`config.mk`:
```
export PLATFORM = sky130hd
export DESIGN_NAME = swc_ram
export DESIGN_NICKNAME = d
export VERILOG_FILES = /design/src/hw/rtl/swc_ram.sv
export SDC_FILE = /design/constraint.sdc
export NUM_CORES = 2
export LEC_CHECK = 0
export ABC_CLOCK_PERIOD_IN_PS = 2700
export BUFFER_PORTS_ARGS = -buffer_cell sky130_fd_sc_hd__buf_4
export CORE_MARGIN = 2
export CORE_UTILIZATION = 60
export CTS_BUF_LIST = sky130_fd_sc_hd__clkbuf_8 sky130_fd_sc_hd__clkbuf_16
export CTS_CLUSTER_DIAMETER = 120
export DETAILED_ROUTE_END_ITERATION = 6
export MAX_ROUTING_LAYER = met4
export PLACE_DENSITY = 0.81
export RECOVER_POWER = 50
export SYNTH_ARGS = -nofsm -noshare
export SYNTH_HDL_FRONTEND = slang
export SYNTH_SLANG_ARGS = --single-unit
```
`constraint.sdc`:
```
create_clock -name i_clk -period 2.7 [get_ports i_clk]
set_clock_uncertainty 0.05 [all_clocks]
set_input_delay 0.54 -clock i_clk [delete_from_list [all_inputs] [get_ports i_clk]]
set_output_delay 0.54 -clock i_clk [all_outputs]
set_load 0.01 [all_outputs]
```
`src/hw/rtl/swc_ram.sv`:
```
// ----------------------------------------------------------------------------
// swc_ram
// simple dual port ram, one write and one registered read port
// ----------------------------------------------------------------------------
module swc_ram #(
    parameter int WIDTH = 8,
    parameter int DEPTH = 256
) (
    input  logic                     i_clk,
    input  logic                     i_we,
    input  logic [$clog2(DEPTH)-1:0] i_waddr,
    input  logic [WIDTH-1:0]         i_wdata,
    input  logic [$clog2(DEPTH)-1:0] i_raddr,
    output logic [WIDTH-1:0]         o_rdata
);
    logic [WIDTH-1:0] r_mem [DEPTH];
    logic [WIDTH-1:0] r_rdata;

    always_ff @(posedge i_clk) begin
        if (i_we) begin
            r_mem[i_waddr] <= i_wdata;
        end
        r_rdata <= r_mem[i_raddr];
    end

    assign o_rdata = r_rdata;
endmodule

```
==> flow_summary_export.csv <==
group,metric,value,unit
run_status,status,"finished, violations left",
run_status,violations,"capacitance limit, slew limit, setup timing",
power,leakage,0.03027,µW
synth,yosys.area.top_type_share,77.30,%
power,pwr-share-comb,5.8,%
global_route,antenna_found_initial,13,
synth,synth.net_count,3759,
sta,tightest_slew,2709,ps
cts,hold_buffers,0,
global_route,grt_use_met2,50.64,%
critical_path,worst-path-max-fanout,29,
detailed_routing,ant_nets,0,
critical_path,cp_top_family,"buffers and inverters",
min_path,hold_path_class,"in2reg",
sta,setup_tns,-1467,ps
cts,clock_sinks,2056,
cts,post-cts-setup-buffers,0,
sta,fin_ws,-98.28,ps
synth,synth-async-reset-ratio,0,%
sta,fmax,357.4,MHz
global_route,grt.overflow.total,0,
power,power_frac_clock,39.9,%
layout,layout-drive-gt1-share,31.67,%
power,peakVddDrop,0.7318,mV
flow_run,maxCapViolations,8,
detailed_routing,firstDrtPassIters,6,
synth,postSynthAreaPerCell,21.31,µm²
cts,clock_path_buffers,3,
critical_path,crit_chain,"buf_8 -> buf_12 -> buf_12 -> mux2i_1 -> o221ai_1 -> a21oi_1 -> nor3_1 -> buf_4 -> nor4_2 -> buf_4 -> nor4_2 -> buf_4",
placement,dp_hpwl,130500,µm
synth,ys_seq_elements,2056,
detailed_routing,vias,44770,
synth,synth.top_cells.by_area,"edfxtp_1, mux4_2, mux2i_1",
critical_path,worstSetupPathType,"in2reg",
placement,dp_cells,5981,
synth,synth_area,79560,µm²
cts,root_buffer,"clkbuf_16",
critical_path,crit_buf_inv,6,
global_route,grt_pass1_wl,311200,µm
global_route,met3_usage,8.083,%
floorplan,io_pins,34,
power,p_sw_share,21.90,%
sta,hold_viol,0,
layout,syn2layout_area_growth,16.27,%
synth,synth.largest_area_cell,"edfxtp_1",
layout,postLayoutCellArea,92500,µm²
sta,finalSetupViolCount,33,
sta,whs,296.9,ps
placement,placed_cell_area,86850,µm²
cts,clk_pin_slew,70,ps
synth,synth_edf_count,2048,
sta,maxSlewHeadroom,-80.59,%
critical_path,arrival,3480,ps
synth,synth_cell_types,55,
placement,port_buffers,33,
detailed_routing,viasPerCell,7.066,
detailed_routing,wl_per_cell,34.86,µm
min_path,hold_depth,3,
critical_path,critPathMaxStageDelay,550,ps
detailed_routing,finalWirelength,220800,µm
global_route,grt_usage,33.14,%
floorplan,core_area,131500,µm²
detailed_routing,drtIter0Drc,8124,
floorplan,fp-row-count,133,
critical_path,setup.worst_path.start_class,"input pin",
power,intPower,50780,µW
sta,post-route-min-period,2798,ps
power,power.density,702.9,nW/µm²
floorplan,die-area,135500,µm²
critical_path,worst_path_most_repeated_cell,"buf_4",
synth,synth_seq_area_share,77.50,%
global_route,grt_max_degree,100,
critical_path,crit_cells,12,
cts,numCtsBuffers,190,
cts,cts_tree,"yes",
critical_path,cp.required,3380,ps
layout,final_util,70.36,%
power,p_seq_share,54.3,%
synth,yosys_warnings,0,
synth,synth-main-ff-cell,"edfxtp_1",
layout,n_fill_cell,7245,
sta,finalCritPeriodShare,103.6,%
cts,clk-insertion-delay-late,840,ps
critical_path,critPathCaptureType,"flop",
placement,place_congestion,0.9157,
critical_path,slowest_stage,"nor4_2",
global_route,grt-busiest-layer,"met2",
synth,synth.most_common_cell,"edfxtp_1",
floorplan,fp.dieH,368.1,µm
layout,nNetsFinal,4444,
critical_path,r2r_cells,7,
floorplan,start_util,60.52,%
detailed_routing,remaining_drc_errors,0,
synth,synthCells,3733,
power,p_switching,14240,µW
synth,synth_common_cells,"edfxtp_1, mux4_2, nor2_1",
sta,drv_slew,466,
global_route,use_met1,42.52,%
global_route,grt_pass1_vias,44780,
floorplan,die_w,368.1,µm
cts,cts_max_level,4,
layout,layoutNonFillerInstCount,6335,
==> sequential cells by signal, indices dropped and copies added, names as in the netlist <==
signal and count:
r_mem 2048, o_rdata 8
==> kinds of logic (layout without fill, tap and decap cells) <==
logic type	after synthesis	after routing	synth area share (%)
and+or+nand+nor	466	466	2.628
DFF	2056	2056	77.50
buffers and inverters	235	1071	1.831
muxes	591	591	14.62
AOI/OAI and AO/OA	385	385	3.419
other	0	11	0
==> power groups by stage <==
stage | logic, µW | registers (µW) | clock network, µW
3_5_place_dp | 3640 | 35900 | 0
3_3_place_gp | 3520 | 35900 | 0
2_1_floorplan | 1710 | 35900 | 0
6_report | 3770 | 35300 | 26000
5_1_grt | 3880 | 35300 | 27100
4_1_cts | 3720 | 35300 | 26000
==> layer usage <==
| layer | routed length (µm) | up-vias |
|---|---|---|
| li1 | - | 17040 |
| met1 | 71870 | 22630 |
| met2 | 106600 | 4278 |
| met3 | 29510 | 816 |
| met4 | 12840 | 0 |
| met5 | 0 | - |
==> tightest hold or removal path, delay by kind of cell <==
kind | cells | cell delay [ps]
buf+inv | 1 | 170
simple gates | 2 | 270
==> final timing paths <==
path | from | to | slack [ps]
setup / recovery | i_raddr[0] | o_rdata[2] | -100
hold reg to reg | r_mem[41][3] | o_rdata[3] | 1020
setup reg to reg | r_mem[80][2] | o_rdata[2] | -30
hold / removal | i_waddr[1] | r_mem[151][3] | 300
==> stage by stage <==
step                      setup slack (ps)  power [µW]
after floorplan                      172.1       37600
after global routing                -71.01       66280
after detailed placement            -867.3       39570
final                               -98.28       65020
after global placement              -944.1       39460
after CTS                            9.406       64940
==> cell type report <==
class / count / area, µm² / share of cell area, %
repair buffers: 726 / 6208 / 6.712
diodes: 11 / 27.53 / 0.02976
multi-input cells: 1442 / 16510 / 17.85
clock inverters: 150 / 1101 / 1.190
inverters: 2 / 7.507 / 0.008116
flip-flops and latches: 2056 / 61660 / 66.66
clock buffers: 193 / 4796 / 5.185
well taps: 1755 / 2196 / 2.374
==> layout by cell type (no fill, tap or decap), types with 8 or more instances in the layout <==
cell type  count
o221ai_1      46
clkbuf_1      12
clkbuf_16    190
edfxtp_1    2048
o21ai_0       10
inv_1         46
nor4_1        21
clkbuf_4       8
a221oi_1      12
a21oi_1       96
nor2b_1       28
nand3_1       34
buf_4        618
mux2i_1      134
clkinv_1      41
bufinv_16     13
nor3_1        22
dfxtp_1        8
nor2_1       279
nand2_1       33
clkinv_2      34
buf_12        65
mux4_2       454
a22oi_1      133
clkbuf_2      16
nand2b_1       8
diode_2       11
o22ai_1       28
o211ai_1      10
a22o_1         8
nand4_1       10
a211oi_1      16
==> what timing repair did <==
action | CTS | global route
cloned | 0 | 0
hold endpoints to repair | 0 | 0
setup endpoints to repair | 2 | 3
pin swaps | 0 | 0
gates resized for setup | 2 | 3
Note: power is estimated with default switching activity, not from simulation.
