File: config.mk
export PLATFORM = sky130hd
export DESIGN_NAME = swc_front
export DESIGN_NICKNAME = d
export VERILOG_FILES = /design/src/hw/rtl/swc_pkg.sv /design/src/hw/rtl/swc_front.sv
export SDC_FILE = /design/constraint.sdc
export NUM_CORES = 1
export LEC_CHECK = 0
export ABC_CLOCK_PERIOD_IN_PS = 11910
export BUFFER_PORTS_ARGS = -buffer_cell sky130_fd_sc_hd__buf_2
export CAP_MARGIN = 20
export CORE_MARGIN = 5
export CORE_UTILIZATION = 39
export CTS_CLUSTER_SIZE = 25
export DETAILED_ROUTE_END_ITERATION = 6
export PLACE_DENSITY = 0.56
export SYNTH_ARGS = -nofsm -noshare
export SYNTH_HDL_FRONTEND = slang
export SYNTH_SLANG_ARGS = --single-unit
File: constraint.sdc
create_clock -name i_clk -period 11.91 [get_ports i_clk]
set_clock_uncertainty 0.2 [all_clocks]
set_input_delay 2.382 -clock i_clk [delete_from_list [all_inputs] [get_ports i_clk]]
set_output_delay 2.382 -clock i_clk [all_outputs]
set_load 0.005 [all_outputs]
File: src/hw/rtl/swc_pkg.sv
// ----------------------------------------------------------------------------
// swc_pkg
// shared types, constants and codes of the sliding window clahe block
// ----------------------------------------------------------------------------
package swc_pkg;

    localparam int MAX_WIDTH_DEF  = 1024;
    localparam int MAX_RADIUS_DEF = 32;
    localparam int BINS           = 256;
    localparam int BIN_W          = 8;
    localparam int HEIGHT_CAP     = 1024;
    localparam int ROW_W          = 10;
    localparam int CFG_W_W        = 11;
    localparam int CFG_H_W        = 11;
    localparam int CFG_R_W        = 6;
    localparam int CLIP_W         = 12;
    localparam int PADDR_W        = 4;
    localparam int PDATA_W        = 32;

    localparam logic [CFG_W_W-1:0] WIDTH_RST  = 11'd896;
    localparam logic [CFG_H_W-1:0] HEIGHT_RST = 11'd896;
    localparam logic [CFG_R_W-1:0] RADIUS_RST = 6'd32;
    localparam logic [CLIP_W-1:0]  CLIP_RST   = 12'd512;

    // register index, taken from paddr[3:2]
    localparam logic [1:0] REG_WIDTH  = 2'd0;
    localparam logic [1:0] REG_HEIGHT = 2'd1;
    localparam logic [1:0] REG_RADIUS = 2'd2;
    localparam logic [1:0] REG_CLIP   = 2'd3;

    localparam logic OP_PUSH  = 1'b0;
    localparam logic OP_DRAIN = 1'b1;

    typedef struct packed {
        logic             opcode;
        logic [BIN_W-1:0] pixel_in;
    } t_in_item;

    typedef struct packed {
        logic [BIN_W-1:0] pixel_out;
        logic             last;
    } t_out_item;

    typedef enum logic [3:0] {
        BK_IDLE,
        BK_SETUP,
        BK_THR,
        BK_THR2,
        BK_THR3,
        BK_WRD,
        BK_WBIN,
        BK_WINC,
        BK_CLRD,
        BK_CLWR,
        BK_SUMRD,
        BK_SUMAC,
        BK_MUL,
        BK_DIV,
        BK_DONE
    } t_back_state;

endpackage

File: src/hw/rtl/swc_front.sv
// ----------------------------------------------------------------------------
// swc_front
// accepts items, stores pixels in the row ring and issues output jobs
// ----------------------------------------------------------------------------
module swc_front #(
    parameter int MAX_WIDTH  = swc_pkg::MAX_WIDTH_DEF,
    parameter int MAX_RADIUS = swc_pkg::MAX_RADIUS_DEF
) (
    input  logic                                          i_clk,
    input  logic                                          i_rst_n,
    input  logic                                          i_in_valid,
    input  swc_pkg::t_in_item                             i_in_data,
    output logic                                          o_in_stall,
    input  logic                                          i_cfg_wr,
    input  logic [$clog2(MAX_WIDTH+1)-1:0]                i_eff_w,
    input  logic [swc_pkg::CFG_H_W-1:0]                   i_eff_h,
    input  logic [$clog2(MAX_RADIUS+1)-1:0]               i_eff_r,
    input  logic                                          i_back_busy,
    input  logic                                          i_job_take,
    output logic                                          o_job_valid,
    output logic [swc_pkg::ROW_W-1:0]                     o_job_row,
    output logic [$clog2(MAX_WIDTH)-1:0]                  o_job_col,
    output logic [$clog2(2*MAX_RADIUS+2)-1:0]             o_job_slot,
    output logic                                          o_job_last,
    output logic                                          o_ram_we,
    output logic [$clog2((2*MAX_RADIUS+2)*MAX_WIDTH)-1:0] o_ram_waddr,
    output logic [swc_pkg::BIN_W-1:0]                     o_ram_wdata
);
    import swc_pkg::*;

    localparam int SLOTS = 2 * MAX_RADIUS + 2;
    localparam int SLOTW = $clog2(SLOTS);
    localparam int COLW  = $clog2(MAX_WIDTH);
    localparam int WW    = $clog2(MAX_WIDTH + 1);
    localparam int RW    = $clog2(MAX_RADIUS + 1);
    localparam int ADDRW = $clog2(SLOTS * MAX_WIDTH);
    localparam int DW    = $clog2(HEIGHT_CAP * MAX_WIDTH + 1);

    logic [COLW-1:0]  r_in_col, r_out_col;
    logic [ROW_W-1:0] r_in_row, r_out_row;
    logic [SLOTW-1:0] r_in_slot, r_out_slot;
    logic             r_in_done;
    logic [DW-1:0]    r_d;
    logic             r_q_valid;
    logic [ROW_W-1:0] r_q_row;
    logic [COLW-1:0]  r_q_col;
    logic [SLOTW-1:0] r_q_slot;
    logic             r_q_last;

    logic             c_accept, c_push, c_emit, c_last;
    logic [WW-1:0]    c_wm1;
    logic [COLW-1:0]  c_wm1_col;
    logic [ROW_W-1:0] c_hm1;
    logic [DW-1:0]    c_lag, c_d_inc;

    assign o_in_stall = r_q_valid || i_back_busy;
    assign c_accept   = i_in_valid && !o_in_stall;

    assign c_wm1     = i_eff_w - WW'(1);
    assign c_wm1_col = COLW'(c_wm1);
    assign c_hm1     = ROW_W'(i_eff_h - CFG_H_W'(1));

    // results trail the input by r rows plus r pixels, less on narrow images
    always_comb begin
        c_lag = DW'(i_eff_r) * DW'(i_eff_w);
        if (WW'(i_eff_r) < c_wm1) begin
            c_lag = c_lag + DW'(i_eff_r);
        end else begin
            c_lag = c_lag + DW'(c_wm1);
        end
    end

    assign c_d_inc = r_d + DW'(1);
    assign c_push  = c_accept && (i_in_data.opcode == OP_PUSH) && !r_in_done;
    assign c_emit  = c_accept && ((i_in_data.opcode == OP_PUSH) ?
                     (!r_in_done && (c_d_inc > c_lag)) : r_in_done);
    assign c_last  = (r_out_row >= c_hm1) && (r_out_col >= c_wm1_col);

    always_ff @(posedge i_clk) begin
        if (!i_rst_n) begin
            r_in_col   <= '0;
            r_in_row   <= '0;
            r_in_slot  <= '0;
            r_in_done  <= 1'b0;
            r_out_col  <= '0;
            r_out_row  <= '0;
            r_out_slot <= '0;
            r_d        <= '0;
            r_q_valid  <= 1'b0;
        end else begin
            if (i_job_take) begin
                r_q_valid <= 1'b0;
            end
            if (i_cfg_wr) begin
                r_in_col   <= '0;
                r_in_row   <= '0;
                r_in_slot  <= '0;
                r_in_done  <= 1'b0;
                r_out_col  <= '0;
                r_out_row  <= '0;
                r_out_slot <= '0;
                r_d        <= '0;
            end else if (c_emit && c_last) begin
                r_in_col   <= '0;
                r_in_row   <= '0;
                r_in_slot  <= '0;
                r_in_done  <= 1'b0;
                r_out_col  <= '0;
                r_out_row  <= '0;
                r_out_slot <= '0;
                r_d        <= '0;
            end else begin
                if (c_push) begin
                    if (r_in_col == c_wm1_col) begin
                        r_in_col  <= '0;
                        r_in_slot <= (r_in_slot == SLOTW'(SLOTS - 1)) ? '0 :
                                     r_in_slot + SLOTW'(1);
                        if (r_in_row == c_hm1) begin
                            r_in_done <= 1'b1;
                        end else begin
                            r_in_row <= r_in_row + ROW_W'(1);
                        end
                    end else begin
                        r_in_col <= r_in_col + COLW'(1);
                    end
                end
                if (c_emit) begin
                    if (r_out_col == c_wm1_col) begin
                        r_out_col  <= '0;
                        r_out_row  <= r_out_row + ROW_W'(1);
                        r_out_slot <= (r_out_slot == SLOTW'(SLOTS - 1)) ? '0 :
                                      r_out_slot + SLOTW'(1);
                    end else begin
                        r_out_col <= r_out_col + COLW'(1);
                    end
                end
                if (c_push && !c_emit) begin
                    r_d <= c_d_inc;
                end else if (!c_push && c_emit) begin
                    r_d <= r_d - DW'(1);
                end
            end
            if (c_emit) begin
                r_q_valid <= 1'b1;
            end
        end
    end

    always_ff @(posedge i_clk) begin
        if (c_emit) begin
            r_q_row  <= r_out_row;
            r_q_col  <= r_out_col;
            r_q_slot <= r_out_slot;
            r_q_last <= c_last;
        end
    end

    assign o_job_valid = r_q_valid;
    assign o_job_row   = r_q_row;
    assign o_job_col   = r_q_col;
    assign o_job_slot  = r_q_slot;
    assign o_job_last  = r_q_last;

    assign o_ram_we    = c_push;
    assign o_ram_waddr = ADDRW'(r_in_slot) * ADDRW'(MAX_WIDTH) + ADDRW'(r_in_col);
    assign o_ram_wdata = i_in_data.pixel_in;
endmodule

==> results of run 1 <==
[power by group through the flow]
stage          logic (mW)  clock network [mW]  registers (mW)
3_3_place_gp        0.667                   0           0.385
5_1_grt             0.782               0.316           0.378
6_report            0.674               0.293           0.376
4_1_cts             0.682               0.302           0.376
3_5_place_dp        0.676                   0           0.385
2_1_floorplan       0.551                   0           0.381
[area by class of cell]
type / count / area [um2] / area share (%)
Multi-Input combinational cell: 873 / 6670 / 63.5
Tap cell: 324 / 405 / 3.86
Inverter: 75 / 282 / 2.68
Clock inverter: 7 / 60.1 / 0.571
Sequential cell: 105 / 2380 / 22.7
Clock buffer: 9 / 225 / 2.14
Timing Repair Buffer: 90 / 485 / 4.62
[kinds of logic (layout without fill, tap and decap cells)]
kind of cell | after synthesis | after routing | synth area share (%)
xor+xnor | 125 | 125 | 12.3
buf+inv | 135 | 181 | 5.92
other cells | 1 | 5 | 0.0391
compound gates | 183 | 183 | 12.6
fa+ha+maj | 130 | 130 | 19.9
flops | 105 | 105 | 24.8
simple gates | 419 | 419 | 23.3
mux | 11 | 11 | 1.16
[worst min-delay path: stages (launching register included)]
cell,delay (ns)
dfxtp_1,0.33
inv_1,0.05
a21oi_1,0.05
[per-stage QoR]
stage / std cells / instance area, um2 / util, % / setup WS (ns) / power (mW)
final: 1483 / 10500 / 43.3 / 1.44 / 1.34
after global routing: 1483 / 10500 / 43.3 / 0.607 / 1.48
after CTS: 1483 / 10500 / 43.3 / 1.31 / 1.36
after detailed placement: 1467 / 10200 / 42.2 / 0.970 / 1.06
after global placement: 1467 / 10200 / 42.2 / 1.12 / 1.05
after floorplan: 1113 / 9610 / - / 1.72 / 0.932
[worst min-delay path by stage]
| stage | start | endpoint | slack [ns] | depth (start not counted) |
|---|---|---|---|---|
| after global routing | r_in_done$_SDFFE_PP0P_ | r_in_done$_SDFFE_PP0P_ | 0.30 | 2 |
| after floorplan | r_out_slot[6]$_SDFFE_PP0P_ | o_job_slot[6]$_DFFE_PP_ | 0.24 | 0 |
| after CTS | r_in_done$_SDFFE_PP0P_ | r_in_done$_SDFFE_PP0P_ | 0.28 | 2 |
| after detailed placement | r_in_done$_SDFFE_PP0P_ | r_in_done$_SDFFE_PP0P_ | 0.27 | 2 |
| after global placement | r_in_done$_SDFFE_PP0P_ | r_in_done$_SDFFE_PP0P_ | 0.26 | 2 |
| final | r_in_done$_SDFFE_PP0P_ | r_in_done$_SDFFE_PP0P_ | 0.27 | 2 |
[cell usage in the layout, fill, tap and decap left out, types with 8 or more instances in the layout]
cell / synthesis / final
mux2i_1: 10 / 10
o21ai_0: 29 / 29
nand2_1: 53 / 53
xnor2_1: 54 / 54
nor2_1: 98 / 98
a21oi_1: 59 / 59
a21o_1: 14 / 14
nand3_1: 42 / 42
nor2b_1: 9 / 9
nand2b_1: 9 / 9
xor2_1: 65 / 65
edfxtp_1: 28 / 28
nor3_1: 48 / 48
clkbuf_16: 0 / 9
nor4_1: 11 / 11
ha_1: 92 / 92
inv_1: 75 / 75
buf_2: 19 / 81
and3_1: 18 / 18
a211oi_1: 9 / 8
a31oi_1: 8 / 8
and2_1: 55 / 55
nand4_1: 19 / 19
or3_1: 13 / 13
buf_4: 10 / 8
o211ai_1: 8 / 8
dfxtp_1: 77 / 77
o21a_1: 14 / 14
fa_1: 38 / 38
[routing by layer]
metal,up-vias,part of all wire [%]
met3,15,2.9
met2,92,48
met5,-,0
li1,3962,-
met1,3666,48
met4,0,1.3
[sequential cells by signal, summed over array words and instances, names as in the netlist]
signal	cells
r_in_col	10
o_job_last	1
r_in_slot	7
o_job_valid	1
r_d	21
o_job_col	10
r_in_done	1
r_out_col	10
r_out_row	10
r_out_slot	7
r_in_row	10
o_job_row	10
o_job_slot	7
==> impl_metrics.toml, run 1 <==
[worst_setup_path]
reg2reg_depth = 21
cp.buffers_inverters = 6
crit_cells = 35
critPathKind = "input port to flip-flop"
cp-startpoint = "i_eff_r[5]"
rr_endpoint = "r_d[16]$_SDFFE_PP0P_"
endpoint_kind = "flip-flop"
cp.arrival_ns = 10.56
crit_path_top_delay_cell = "a2111oi_0"
cp_max_fo = 15
timing.rr.start = "r_d[6]$_SDFFE_PP0P_"
cpPeakStageDelay_ns = 0.71
cp.required_ns = 12.00
worst_setup_path_start_kind = "input port"
critical_path.top_delay_family = "adder cells"
worstSetupEndpoint = "r_d[16]$_SDFFE_PP0P_"
r2r_slack_ns = 6.29

[grt]
grt_pass1_wl_mm = 37.1
antenna_found_initial = 0
grtUsageMet1_pct = 21.2
grt_use_total_pct = 15.6
grt_remaining_overflow = 0
gr-usage-met3_pct = 2.65
use_met2_pct = 26.3
grt_pass1_vias = 7478
grt_max_degree = 45
top_usage_layer = "met2"

[floorplan]
start_util_pct = 39.6
core_region_area_mm2 = 0.0242
rows = 57
io_pins = 99
die_x_um = 167
die_area_mm2 = 0.0278
die_y_um = 167

[pwr]
clkPwrFrac_pct = 21.8
peakVddDrop_v = 0.0000703
leakage_nw = 4.41
seq_power_share_pct = 28.0
power.switching_mw = 0.533
p_comb_share_pct = 50.2
internal_power_mw = 0.811
p_sw_share_pct = 39.6
power_density_mw_per_mm2 = 128

[detailed_routing]
drc_errors = 0
first_pass_iters = 4
vias = 7735
wl_mm = 21.5
first_iter_violations = 292
vias_per_cell = 5.22
antenna_left = 0
wl_per_cell_um = 14.5

[hold_path]
hold_class = "flip-flop to flip-flop"

[cts]
root_buffer = "clkbuf_16"
clkSinkCount = 105
cts_setup_buffers = 0
postCtsHoldBufs = 0
postCtsResizedCells = 0
cts_buffers = 9
htreeDepth = 3
cts_tree = "yes"
clk_latency_ns = 0.36
cts_max_path_buffers = 2
clk_pin_slew_worst_paths_ns = 0.08

[synth]
synth_edf_count = 28
async_flop_share_pct = 0
synth_largest_area_cell = "dfxtp_1"
synth_top_area_share_pct = 16.1
netlist_top_cells_count = "nor2_1 (98), ha_1 (92), dfxtp_1 (77), inv_1 (75), xor2_1 (65)"
synthFlopType = "dfxtp_1"
syn_area_mm2 = 0.00959
synth.avg_cell_area_um2 = 8.65
ys_warn_count = 0
synthDistinctLibCells = 72
ys_seq_area_share_pct = 24.8
synth_area_leaders = "dfxtp_1 (16%), ha_1 (12%), edfxtp_1 (8.8%)"
synth.most_common_cell = "nor2_1"
ys_ff_latch = 105
syn_inst = 1109

[run_status]
status = "finished, final reports clean"

[sta]
hold_slack_ns = 0.271
finalCritPeriodShare_pct = 87.9
setup_viol = 0
finalHoldViolations = 0
timing.slew.headroom_pct = 34.6
fmax_mhz = 95.5
rsz0062_at_grt = "no"
fin_crit_ns = 10.47
setup_tns_ns = 0
slew_viol_final = 0
worstMarginPinSlew_ns = 0.973

[finish]
fin_nets = 1327
nFillCells = 2470
layout-drive-gt1-share_pct = 11.0
synthToLayoutAreaGrowth_pct = 9.60
num_antenna_cells = 0

[placement]
gp_congestion = 0.808
dp_hpwl_mm = 16.8
io_buffer_count = 81

[flow_run]
maxCapViolations = 0
(Power assumes the default switching activity.)
==> run 2: changes to the inputs <==
--- a/config.mk
+++ b/config.mk
@@ -13,6 +13,7 @@
 export CTS_CLUSTER_SIZE = 25
 export DETAILED_ROUTE_END_ITERATION = 6
 export PLACE_DENSITY = 0.56
+export RECOVER_POWER = 100
 export SYNTH_ARGS = -nofsm -noshare
 export SYNTH_HDL_FRONTEND = slang
 export SYNTH_SLANG_ARGS = --single-unit
==> impl_metrics.toml, run 2 (same netlist as run 1, synthesis figures left out) <==
[run_status]
status = "finished, final reports clean"

[cts]
clkSinkCount = 105
postCtsHoldBufs = 0
clk_latency_ns = 0.36
cts_setup_buffers = 0
postCtsResizedCells = 0
cts_tree = "yes"
root_buffer = "clkbuf_16"
cts_max_path_buffers = 2
htreeDepth = 3
cts_buffers = 9
clk_pin_slew_worst_paths_ns = 0.08

[detailed_routing]
first_iter_violations = 281
vias_per_cell = 5.22
wl_mm = 21.5
vias = 7748
drc_errors = 0
first_pass_iters = 4
antenna_left = 0
wl_per_cell_um = 14.5

[worst_setup_path]
cpPeakStageDelay_ns = 0.71
worst_setup_path_start_kind = "input port"
crit_path_top_delay_cell = "a2111oi_0"
timing.rr.start = "r_d[6]$_SDFFE_PP0P_"
cp.required_ns = 11.96
cp.arrival_ns = 10.66
critical_path.top_delay_family = "adder cells"
critPathKind = "input port to flip-flop"
reg2reg_depth = 20
cpMostUsedCell = "ha_1"
r2r_slack_ns = 6.22
cp_max_fo = 16
cp.buffers_inverters = 4
rr_endpoint = "r_d[8]$_SDFFE_PP0P_"
endpoint_kind = "flip-flop"

[pwr]
seq_power_share_pct = 28.1
internal_power_mw = 0.810
leakage_nw = 4.31
clkPwrFrac_pct = 21.8
peakVddDrop_v = 0.0000703
power.switching_mw = 0.532
p_comb_share_pct = 50.1
power_density_mw_per_mm2 = 128
p_sw_share_pct = 39.6

[grt]
grt_remaining_overflow = 0
grt_pass1_vias = 7478
grt_pass1_wl_mm = 37.1
antenna_found_initial = 0
grt_max_degree = 45
grt_use_total_pct = 15.6

[floorplan]
die_y_um = 167
core_region_area_mm2 = 0.0242
start_util_pct = 39.6
io_pins = 99
die_area_mm2 = 0.0278
rows = 57
die_x_um = 167

[sta]
worstMarginPinSlew_ns = 1.37
setup_viol = 0
rsz0062_at_grt = "no"
setup_ws_ns = 1.29
fmax_mhz = 94.2
setup_tns_ns = 0
fin_crit_ns = 10.62
timing.slew.headroom_pct = 8.36
slew_viol_final = 0
finalCritPeriodShare_pct = 89.1
finalHoldViolations = 0

[finish]
layout-drive-gt1-share_pct = 8.46
synthToLayoutAreaGrowth_pct = 9.00
seq_area_mm2 = 0.00238
multiInputGateArea_mm2 = 0.00666
largest_register = "r_d"
nFillCells = 2489
num_antenna_cells = 0
largest_register_ffs = 21
fin_nets = 1327
final_common_cell = "nor2_1"
layout_common_cells = "nor2_1 (98), ha_1 (92), dfxtp_1 (77)"

[placement]
io_buffer_count = 81
gp_congestion = 0.808
place_ws_ns = 0.970
dp_hpwl_mm = 16.8

[flow_run]
maxCapViolations = 0

[hold_path]
hold_path_end = "r_in_done$_SDFFE_PP0P_"
hp-start = "r_in_done$_SDFFE_PP0P_"
worstHoldPathCells = 2
hold_class = "flip-flop to flip-flop"
run 2: power by group through the flow:
| stage | clock network (mW) | registers (mW) | logic, mW |
|---|---|---|---|
| after floorplan | 0 | 0.381 | 0.551 |
| after global placement | 0 | 0.385 | 0.667 |
| after detailed placement | 0 | 0.385 | 0.676 |
| after CTS | 0.302 | 0.376 | 0.682 |
| after global routing | 0.316 | 0.378 | 0.780 |
| final | 0.292 | 0.377 | 0.673 |
run 2: metal layers:
metal	up-vias	GRT usage, %	wire length, um
met5	-	0	0
met4	0	3.17	323
met3	19	2.65	774
met2	103	26.3	10200
met1	3656	21.2	10200
li1	3970	-	-
run 2: worst register-to-register path, delay by kind of cell, from the launching register on:
kind                       cells  cell delay, ns
and+or+nand+nor               10            2.25
adders and majority gates      2            0.68
xor gates and xnor gates       2            0.42
AOI/OAI and AO/OA              4            0.94
DFF                            1            0.48
buffers and inverters          2            0.61
run 2: how the worst max path moves through the flow:
stage               startpoint                    to  slack [ns]  depth (start not counted)
floorplan           i_eff_w[0]  r_d[17]$_SDFFE_PP0P_        1.72                         38
global placement    i_eff_r[5]  r_d[18]$_SDFFE_PP0P_        1.12                         34
detailed placement  i_eff_r[5]  r_d[16]$_SDFFE_PP0P_        0.97                         35
CTS                 i_eff_r[5]  r_d[16]$_SDFFE_PP0P_        1.31                         35
global route        i_eff_w[0]   r_d[8]$_SDFFE_PP0P_        0.31                         39
finish              i_eff_w[0]   r_d[8]$_SDFFE_PP0P_        1.29                         32
run 2: metrics by stage:
step	hold WS, ns	instances	power, mW	area (um2)	utilization, %
5_1_grt	0.296	1483	1.47	10500	43.1
3_5_place_dp	0.267	1467	1.06	10200	42.2
6_report	0.271	1483	1.34	10500	43.1
2_1_floorplan	0.239	1113	0.932	9610	-
4_1_cts	0.279	1483	1.36	10500	43.3
3_3_place_gp	0.258	1467	1.05	10200	42.2
run 2: area by class of cell:
| cell class | count | share of cell area [%] |
|---|---|---|
| Tap cell | 324 | 3.88 |
| Clock inverter | 7 | 0.575 |
| Timing Repair Buffer | 90 | 4.23 |
| Inverter | 75 | 2.69 |
| Clock buffer | 9 | 2.15 |
| Sequential cell | 105 | 22.8 |
| Multi-Input combinational cell | 873 | 63.7 |
==> run 3: changes to the inputs <==
--- a/config.mk
+++ b/config.mk
@@ -9,10 +9,10 @@
 export BUFFER_PORTS_ARGS = -buffer_cell sky130_fd_sc_hd__buf_2
 export CAP_MARGIN = 20
 export CORE_MARGIN = 5
-export CORE_UTILIZATION = 39
+export CORE_UTILIZATION = 29
 export CTS_CLUSTER_SIZE = 25
 export DETAILED_ROUTE_END_ITERATION = 6
-export PLACE_DENSITY = 0.56
+export PLACE_DENSITY = 0.44
 export RECOVER_POWER = 100
 export SYNTH_ARGS = -nofsm -noshare
 export SYNTH_HDL_FRONTEND = slang
==> impl_metrics.toml, run 3 (same netlist as run 1, synthesis figures left out) <==
[worst_setup_path]
critPathKind = "input port to flip-flop"
rr_endpoint = "r_d[8]$_SDFFE_PP0P_"
reg2reg_depth = 20
crit_path_top_delay_cell = "a2111oi_0"
worst_setup_path_start_kind = "input port"
cp.required_ns = 11.93
endpoint_kind = "flip-flop"
cp.arrival_ns = 10.67
critical_path.top_delay_family = "adder cells"
timing.rr.start = "r_d[6]$_SDFFE_PP0P_"
cpPeakStageDelay_ns = 0.69
cpMostUsedCell = "nor2_1"
r2r_slack_ns = 6.34
cp.buffers_inverters = 6
cp_max_fo = 19

[sta]
worstMarginPinSlew_ns = 1.18
timing.slew.headroom_pct = 20.5
rsz0062_at_grt = "no"
finalCritPeriodShare_pct = 89.5
setup_tns_ns = 0
fin_crit_ns = 10.66
slew_viol_final = 0
fmax_mhz = 93.9
setup_ws_ns = 1.25
finalHoldViolations = 0
setup_viol = 0
hold_slack_ns = 0.273

[cts]
clkSinkCount = 105
cts_max_path_buffers = 2
root_buffer = "clkbuf_16"
cts_buffers = 9
postCtsHoldBufs = 0
clk_latency_ns = 0.36
postCtsResizedCells = 0
cts_setup_buffers = 0
cts_tree = "yes"
htreeDepth = 3
clk_pin_slew_worst_paths_ns = 0.08

[hold_path]
hold_class = "flip-flop to flip-flop"
worstHoldPathCells = 2
hp-start = "r_in_done$_SDFFE_PP0P_"
hold_path_end = "r_in_done$_SDFFE_PP0P_"

[finish]
num_antenna_cells = 0
largest_register = "r_d"
fin_nets = 1328
layout_common_cells = "nor2_1 (98), ha_1 (92), dfxtp_1 (77)"
synthToLayoutAreaGrowth_pct = 10.8
nFillCells = 3498
largest_register_ffs = 21
final_common_cell = "nor2_1"
layout-drive-gt1-share_pct = 8.71

[grt]
grt_use_total_pct = 13.4
antenna_found_initial = 0
grt_pass1_wl_mm = 40.6
grt_pass1_vias = 7872
grt_remaining_overflow = 0
grt_max_degree = 34

[floorplan]
die_x_um = 192
io_pins = 99
core_region_area_mm2 = 0.0326
die_y_um = 192
rows = 66
start_util_pct = 29.4
die_area_mm2 = 0.0368

[pwr]
power_density_mw_per_mm2 = 129
peakVddDrop_v = 0.0000612
leakage_nw = 4.33

[placement]
io_buffer_count = 81
place_ws_ns = 1.13
gp_congestion = 0.762
dp_hpwl_mm = 18.7

[detailed_routing]
vias_per_cell = 4.84
first_pass_iters = 4
antenna_left = 0
first_iter_violations = 449
wl_mm = 23.9
drc_errors = 0
vias = 7748
wl_per_cell_um = 14.9

[run_status]
status = "finished, final reports clean"

[flow_run]
maxCapViolations = 0
-- run 3: power breakdown --
group / switching [mW] / internal [mW] / leakage [nW] / total (mW)
logic: 0.385 / 0.294 / 3.32 / 0.679
clock network: 0.147 / 0.167 / 0.149 / 0.313
registers: 0.00657 / 0.370 / 0.866 / 0.377
-- run 3: how the worst max path moves through the flow --
stage	end	slack (ns)	depth (start not counted)	start
after floorplan	r_d[17]$_SDFFE_PP0P_	1.72	38	i_eff_w[0]
after global placement	r_d[8]$_SDFFE_PP0P_	1.19	34	i_eff_r[5]
after detailed placement	r_d[8]$_SDFFE_PP0P_	1.13	34	i_eff_r[5]
after CTS	r_d[8]$_SDFFE_PP0P_	1.47	34	i_eff_r[5]
after global routing	r_d[8]$_SDFFE_PP0P_	0.34	34	i_eff_r[5]
final	r_d[8]$_SDFFE_PP0P_	1.25	34	i_eff_r[5]
-- run 3: final cells by class --
| type | count | area, um2 | area share (%) |
|---|---|---|---|
| Clock buffer | 10 | 229 | 2.15 |
| Clock inverter | 6 | 72.6 | 0.683 |
| Timing Repair Buffer | 91 | 442 | 4.16 |
| Multi-Input combinational cell | 873 | 6670 | 62.7 |
| Sequential cell | 105 | 2380 | 22.4 |
| Tap cell | 442 | 553 | 5.20 |
| Inverter | 75 | 282 | 2.65 |
-- run 3: worst register-to-register path: stages, from the launching register on --
cell and delay [ns]:
dfxtp_1 0.49, nand3_1 0.20, or2_2 0.39, nor3_1 0.53, and3_1 0.32, xor2_1 0.24, ha_1 0.28, and3_1 0.18
a221oi_1 0.48, o21ai_0 0.17, nor4_1 0.26, a211oi_2 0.08, buf_4 0.22, nor2_2 0.14, ha_1 0.40, buf_4 0.31
nor4_1 0.08, a31oi_1 0.18, nor2_1 0.07, xnor2_1 0.17, nor2_1 0.05
-- run 3: stage by stage --
stage | utilization, % | cell area (um2) | instances | total power, mW
after global routing | 32.6 | 10600 | 1602 | 1.51
after CTS | 32.7 | 10700 | 1602 | 1.40
after floorplan | - | 9610 | 1113 | 0.932
after detailed placement | 31.8 | 10400 | 1586 | 1.08
after global placement | 31.8 | 10400 | 1586 | 1.07
final | 32.6 | 10600 | 1602 | 1.37
-- run 3: routing by layer --
metal | global-route usage, % | vias up | part of all wire, %
li1 | - | 3958 | -
met5 | 0 | - | 0
met4 | 2.65 | 0 | 0.83
met3 | 1.80 | 11 | 3.0
met2 | 22.7 | 78 | 47
met1 | 18.2 | 3701 | 49
